### config.mk
export PLATFORM = sky130hd
export DESIGN_NAME = stable_max_priority_queue_unit
export DESIGN_NICKNAME = d
export VERILOG_FILES = /design/src/sv/smpq_pkg.sv /design/src/sv/smpq_cell.sv /design/src/sv/stable_max_priority_queue_unit.sv
export SDC_FILE = /design/constraint.sdc
export NUM_CORES = 1
export LEC_CHECK = 0
export ABC_AREA = 1
export BUFFER_PORTS_ARGS = -buffer_cell sky130_fd_sc_hd__buf_2
export CORE_MARGIN = 5
export CORE_UTILIZATION = 55
export CTS_BUF_LIST = sky130_fd_sc_hd__clkbuf_8
export DETAILED_ROUTE_END_ITERATION = 7
export HOLD_SLACK_MARGIN = 0.05
export PLACE_DENSITY = 0.7
export SKIP_CTS_REPAIR_TIMING = 1
export SLEW_MARGIN = 25
export SYNTH_ARGS = -nofsm -noshare
export SYNTH_HDL_FRONTEND = slang
export SYNTH_SLANG_ARGS = --single-unit
export TNS_END_PERCENT = 30
### constraint.sdc
create_clock -name clock -period 14 [get_ports clock]
set_input_delay 2.8 -clock clock [delete_from_list [all_inputs] [get_ports clock]]
set_output_delay 2.8 -clock clock [all_outputs]
set_load 0.05 [all_outputs]
### src/sv/smpq_pkg.sv
// shared types and constants of the stable max priority queue
package smpq_pkg;

   localparam int CAPACITY           = 16;
   localparam int TAG_WIDTH          = 16;
   localparam int PRIORITY_WIDTH     = 8;
   localparam int COUNT_WIDTH        = $clog2(CAPACITY + 1);
   localparam int COUNT_FIELD_WIDTH  = 5;
   localparam int OP_WIDTH           = 2;
   localparam int REQ_DATA_WIDTH     = ((TAG_WIDTH + PRIORITY_WIDTH + 7) / 8) * 8;
   localparam int RSP_FIELDS_WIDTH   = 1 + TAG_WIDTH + PRIORITY_WIDTH + 1 +
                                       COUNT_FIELD_WIDTH + 1 + 1;
   localparam int RSP_DATA_WIDTH     = ((RSP_FIELDS_WIDTH + 7) / 8) * 8;

   typedef enum logic [OP_WIDTH-1:0] {
      OP_INSERT  = 2'd0,
      OP_EXTRACT = 2'd1,
      OP_CLEAR   = 2'd2
   } op_type;

   typedef struct packed {
      logic [TAG_WIDTH-1:0]      tag;
      logic [PRIORITY_WIDTH-1:0] prio;
   } entry_type;

   typedef struct packed {
      logic      ins;
      logic      ext;
      logic      clr;
      entry_type new_entry;
   } cmd_type;

   typedef struct packed {
      logic      valid;
      logic      yield;
      entry_type entry;
   } link_type;

endpackage

### src/sv/smpq_cell.sv
// one slot of the sorted entry chain
module smpq_cell (
   input  logic                clock,
   input  logic                reset,
   input  smpq_pkg::cmd_type   cmd,
   input  smpq_pkg::link_type  prev_link,
   input  smpq_pkg::link_type  next_link,
   output smpq_pkg::link_type  own_link
);
   import smpq_pkg::*;

   logic      valid_ff, valid_in;
   entry_type entry_ff, entry_in;
   logic      yield;

   // slot gives way when empty or holding a strictly lower priority
   assign yield = !valid_ff || (entry_ff.prio < cmd.new_entry.prio);

   always_comb begin
      valid_in = valid_ff;
      entry_in = entry_ff;
      if (cmd.clr) begin
         valid_in = 1'b0;
      end else if (cmd.ext) begin
         valid_in = next_link.valid;
         entry_in = next_link.entry;
      end else if (cmd.ins && yield) begin
         if (prev_link.yield) begin
            valid_in = prev_link.valid;
            entry_in = prev_link.entry;
         end else begin
            valid_in = 1'b1;
            entry_in = cmd.new_entry;
         end
      end
   end

   always_ff @(posedge clock) begin
      if (reset) begin
         valid_ff <= 1'b0;
      end else begin
         valid_ff <= valid_in;
      end
      entry_ff <= entry_in;
   end

   assign own_link.valid = valid_ff;
   assign own_link.yield = yield;
   assign own_link.entry = entry_ff;

endmodule

### src/sv/stable_max_priority_queue_unit.sv
// top level of the stable max priority queue
//
// requests enter on req_ (tvalid/tready/tdata/tuser), results leave on rsp_.
// req_tuser carries the operation: insert, extract highest priority, clear.
// entries sit in a chain of slots kept sorted by priority, highest at the
// head; equal priorities stay in arrival order, so an extract always takes
// the head slot and every slot shifts one place toward it.
// an insert ripples the new entry into place: every slot behind the insert
// point shifts one place back in the same cycle.
// each request yields exactly one result, registered and presented in the cycle
// after the request is taken; a new request is taken every cycle while the result
// register is empty or being drained, so sustained rate is one request per
// cycle.
// when rsp_tready is low the result holds and req_tready drops until it is
// taken.
// reset empties the queue and the result register; no clearing pass is run.
module stable_max_priority_queue_unit (
   input  logic                                clock,
   input  logic                                reset,
   input  logic                                req_tvalid,
   output logic                                req_tready,
   // item_tag, priority_req
   input  logic [smpq_pkg::REQ_DATA_WIDTH-1:0] req_tdata,
   // operation
   input  logic [smpq_pkg::OP_WIDTH-1:0]       req_tuser,
   output logic                                rsp_tvalid,
   input  logic                                rsp_tready,
   // out_valid, out_tag, out_priority, insert_dropped, entry_count,
   // is_empty, is_full, zero fill
   output logic [smpq_pkg::RSP_DATA_WIDTH-1:0] rsp_tdata
);
   import smpq_pkg::*;

   link_type  links [CAPACITY];
   link_type  head_link;
   link_type  tail_link;
   cmd_type   cmd;
   op_type    op;
   logic      accept;
   logic      full;
   logic      empty;

   logic [COUNT_WIDTH-1:0]    count_ff, count_in;
   logic                      rsp_valid_ff, rsp_valid_in;
   logic [RSP_DATA_WIDTH-1:0] rsp_data_ff, rsp_data_in;

   logic                      out_valid;
   entry_type                 out_entry;
   logic                      dropped;

   assign req_tready = !rsp_valid_ff || rsp_tready;
   assign accept     = req_tvalid && req_tready;
   assign op         = op_type'(req_tuser);
   assign full       = (count_ff == COUNT_WIDTH'(CAPACITY));
   assign empty      = (count_ff == '0);

   always_comb begin
      cmd.ins       = 1'b0;
      cmd.ext       = 1'b0;
      cmd.clr       = 1'b0;
      cmd.new_entry.tag  = req_tdata[TAG_WIDTH-1:0];
      cmd.new_entry.prio = req_tdata[TAG_WIDTH+PRIORITY_WIDTH-1:TAG_WIDTH];
      dropped       = 1'b0;
      count_in      = count_ff;
      if (accept) begin
         unique case (op)
            OP_INSERT: begin
               if (full) begin
                  dropped = 1'b1;
               end else begin
                  cmd.ins  = 1'b1;
                  count_in = count_ff + COUNT_WIDTH'(1);
               end
            end
            OP_EXTRACT: begin
               if (!empty) begin
                  cmd.ext  = 1'b1;
                  count_in = count_ff - COUNT_WIDTH'(1);
               end
            end
            OP_CLEAR: begin
               cmd.clr  = 1'b1;
               count_in = '0;
            end
            default: begin
            end
         endcase
      end
   end

   assign head_link.valid = 1'b0;
   assign head_link.yield = 1'b0;
   assign head_link.entry = '0;
   assign tail_link.valid = 1'b0;
   assign tail_link.yield = 1'b0;
   assign tail_link.entry = '0;

   for (genvar i = 0; i < CAPACITY; i++) begin : g_cell
      smpq_cell u_cell (
         .clock     (clock),
         .reset     (reset),
         .cmd       (cmd),
         .prev_link ((i == 0) ? head_link : links[(i == 0) ? 0 : i-1]),
         .next_link ((i == CAPACITY-1) ? tail_link :
                     links[(i == CAPACITY-1) ? i : i+1]),
         .own_link  (links[i])
      );
   end

   assign out_valid = cmd.ext;
   assign out_entry = cmd.ext ? links[0].entry : '0;

   always_comb begin
      rsp_valid_in = rsp_valid_ff;
      rsp_data_in  = rsp_data_ff;
      if (accept) begin
         rsp_valid_in = 1'b1;
         rsp_data_in  = RSP_DATA_WIDTH'({
            (count_in == COUNT_WIDTH'(CAPACITY)),
            (count_in == '0),
            COUNT_FIELD_WIDTH'(count_in),
            dropped,
            out_entry.prio,
            out_entry.tag,
            out_valid
         });
      end else if (rsp_tready) begin
         rsp_valid_in = 1'b0;
      end
   end

   always_ff @(posedge clock) begin
      if (reset) begin
         count_ff     <= '0;
         rsp_valid_ff <= 1'b0;
      end else begin
         count_ff     <= count_in;
         rsp_valid_ff <= rsp_valid_in;
      end
      rsp_data_ff <= rsp_data_in;
   end

   assign rsp_tvalid = rsp_valid_ff;
   assign rsp_tdata  = rsp_data_ff;

endmodule

==> impl_metrics.toml <==
[synth]
yosys_warnings = 0
ys_types = 34
synth_area_leader_cell = "edfxtp_1"
synth.area.top_cells = "edfxtp_1 (46%), nand2_1 (17%), nand3_1 (13%), inv_1 (5.9%), ha_1 (5.3%)"
yosysSeqAreaShare_pct = 47.8
syn_area_um2 = 27100
synth_top_area_share_pct = 46.2
yosys_register_bits = 439
synth_area_per_cell_um2 = 7.77
synthCells = 3492

[pwr]
p_comb_share_pct = 17.0
vdd_drop_max_mv = 0.0971
clkPwrFrac_pct = 33.8
p_per_area_nw_per_um2 = 114
p_leak_nw = 14.0
power_switching_mw = 1.04
power_frac_seq_pct = 49.2
sw_frac_of_total_pct = 31.5
p_int_mw = 2.26

[critical_path]
ff2ff_path_depth = 7
critPathRequiredTime_ns = 14.35
end_kind = "flip-flop"
crit_type = "input port to flip-flop"
crit_fanout = 63
rrSetupSlack_ns = 9.78
worstPathArrival_ns = 6.47
reg2reg_from = "rsp_tvalid"
critPathLaunchType = "input port"
reg2reg_to = "g_cell[10].u_cell.own_link[13]"

[die]
rows = 81
die_h_um = 232
dieArea_um2 = 53900
dieWidth_um = 232
io_pins = 72
core_area_um2 = 48800
start_util_pct = 55.5

[drt]
drt.antenna.violating_nets = 0
drt_iter0_markers = 2606
first_pass_iters = 8
vias = 24000
wl_per_cell_um = 19.0
drc = 0
via_per_inst = 5.75
drt_wl_total_mm = 79.4

[global_routing]
grt_pass1_wl_mm = 125
grt_max_degree = 217
grt_overflow_total = 0
grt_use_total_pct = 29.0
grt_pass1_vias = 23300
antenna_found_initial = 0

[placed_design]
dp_slack_ns = 7.19
port_buffers = 64
routabilityCongestion = 0.864
dp_hpwl_mm = 51.4

[min_path]
worstHoldStart = "g_cell[15].u_cell.own_link[20]"
worstHoldPathCells = 2
holdPathEnd = "g_cell[14].u_cell.own_link[20]"
min_path_type = "flip-flop to flip-flop"

[timing]
hold_viol_final = 0
max_slew_margin_pct = 28.6
fin_skew_ns = 0.0417
max_freq_mhz = 164
timing.final.ws_setup_ns = 7.89
setup_violations = 0
grt_setup_unrepaired = "false"
tightest_slew_ns = 1.07
finalCriticalPeriod_ns = 6.11
finalSetupTns_ns = 0
fin_crit_sh_pct = 43.7
final_max_slew_viol_count = 0

[cells_and_area]
fill_cells = 4514
final_nets = 3590
final_util_pct = 59.2
drive_gt1_share_pct = 7.10
diodes = 0
synthToLayoutAreaGrowth_pct = 6.65

[clock_network]
cts_max_level = 3
cts_made_buffers = 78
cts_tree = "done"
cts_root_buffer = "clkbuf_8"
path_clk_slew_ns = 0.06
clk_latency_ns = 0.68
clockBufferDepth = 3
clock-sinks = 439

[status]
status = "completed"

[flow_run]
max-cap-violations = 0
## power groups by stage
stage	registers, mW	logic [mW]	clock network (mW)
after floorplan	1.64	0.397	0
after global placement	1.64	0.533	0
after detailed placement	1.64	0.554	0
after CTS	1.62	0.556	1.13
after global routing	1.62	0.627	1.19
final	1.62	0.560	1.12
## flip-flops by register name, summed over array words and instances (netlist names)
register	count
count_ff	5
g_cell.u_cell.own_link	384
g_cell.u_cell.valid_ff	16
rsp_tdata	33
rsp_tvalid	1
## critical path, stage by stage
cell	delay, ns
buf_2	0.07
inv_1	0.06
a21oi_4	0.12
buf_4	0.42
nand3_4	0.77
nand2_2	0.68
inv_2	0.37
a31oi_2	0.78
buf_4	0.35
## stage by stage
step / total power, mW / hold slack, ns / std cells / area (um^2)
after global placement: 2.18 / 0.498 / 4030 / 27500
after detailed placement: 2.20 / 0.503 / 4030 / 27500
after global routing: 3.44 / 0.547 / 4170 / 28900
after CTS: 3.30 / 0.520 / 4170 / 28900
final: 3.29 / 0.520 / 4170 / 28900
after floorplan: 2.03 / 0.495 / 3498 / 27100
## area by class of cell
type                            instances  area [um^2]  area share [%]
Tap cell                              664          831            2.87
Timing Repair Buffer                  105          661            2.28
Multi-Input combinational cell       2396        11500            39.7
Inverter                              426         1610            5.55
Sequential cell                       439        13000            44.8
Clock buffer                           79         1090            3.76
Clock inverter                         61          299            1.03
## cells in the final DEF, fill, tap and decap left out, types with 35 or more instances in the layout
master / n
buf_2: 64
a21oi_1: 88
buf_4: 37
nand2_1: 1263
inv_1: 446
ha_1: 114
edfxtp_1: 417
nand3_1: 721
clkbuf_8: 79
nor2_1: 87
o21ai_0: 35
## metal layers
layer	global-route usage, %	vias up	share of wire, %
met3	4.33	252	8.0
met1	37.5	11400	39
met4	12.4	0	4.3
met2	49.1	1102	49
li1	-	11300	-
met5	0	-	0
## how the worst max path moves through the flow
| stage | start | to | slack, ns | cells past startpoint |
|---|---|---|---|---|
| after CTS | rsp_tready | req_tready | 7.89 | 4 |
| after global placement | rsp_tready | g_cell[8].u_cell.own_link[6] | 7.17 | 8 |
| after detailed placement | rsp_tready | g_cell[10].u_cell.own_link[14] | 7.19 | 9 |
| after floorplan | req_tdata[21] | g_cell[11].u_cell.own_link[0] | 7.65 | 9 |
| after global routing | rsp_tready | g_cell[10].u_cell.own_link[15] | 7.49 | 9 |
| final | rsp_tready | g_cell[10].u_cell.own_link[13] | 7.89 | 9 |
## Yosys cell counts (all sizes together)
master	number
o211ai	4
dfxtp	22
a21oi	89
clkbuf	70
nand3b	3
conb	1
o221a	1
o21a	12
ha	114
nand3	723
nor2	89
xor2	1
o211a	1
nand4	1
o21ai	38
edfxtp	417
a22oi	1
inv	426
and3	2
nand2	1287
nor3	7
buf	167
a31oi	16
## cells by family after synthesis
group                    count (synthesis)  share of synthesized area, %
AO/OA/AOI/OAI                          162                          3.30
XOR/XNOR                                 1                        0.0323
adder cells (fa/ha/maj)                114                          5.26
buffers and inverters                  663                          10.4
flip-flops                             439                          47.8
other                                    1                        0.0138
AND/OR/NAND/NOR                       2112                          33.2
(Power assumes the default switching activity.)
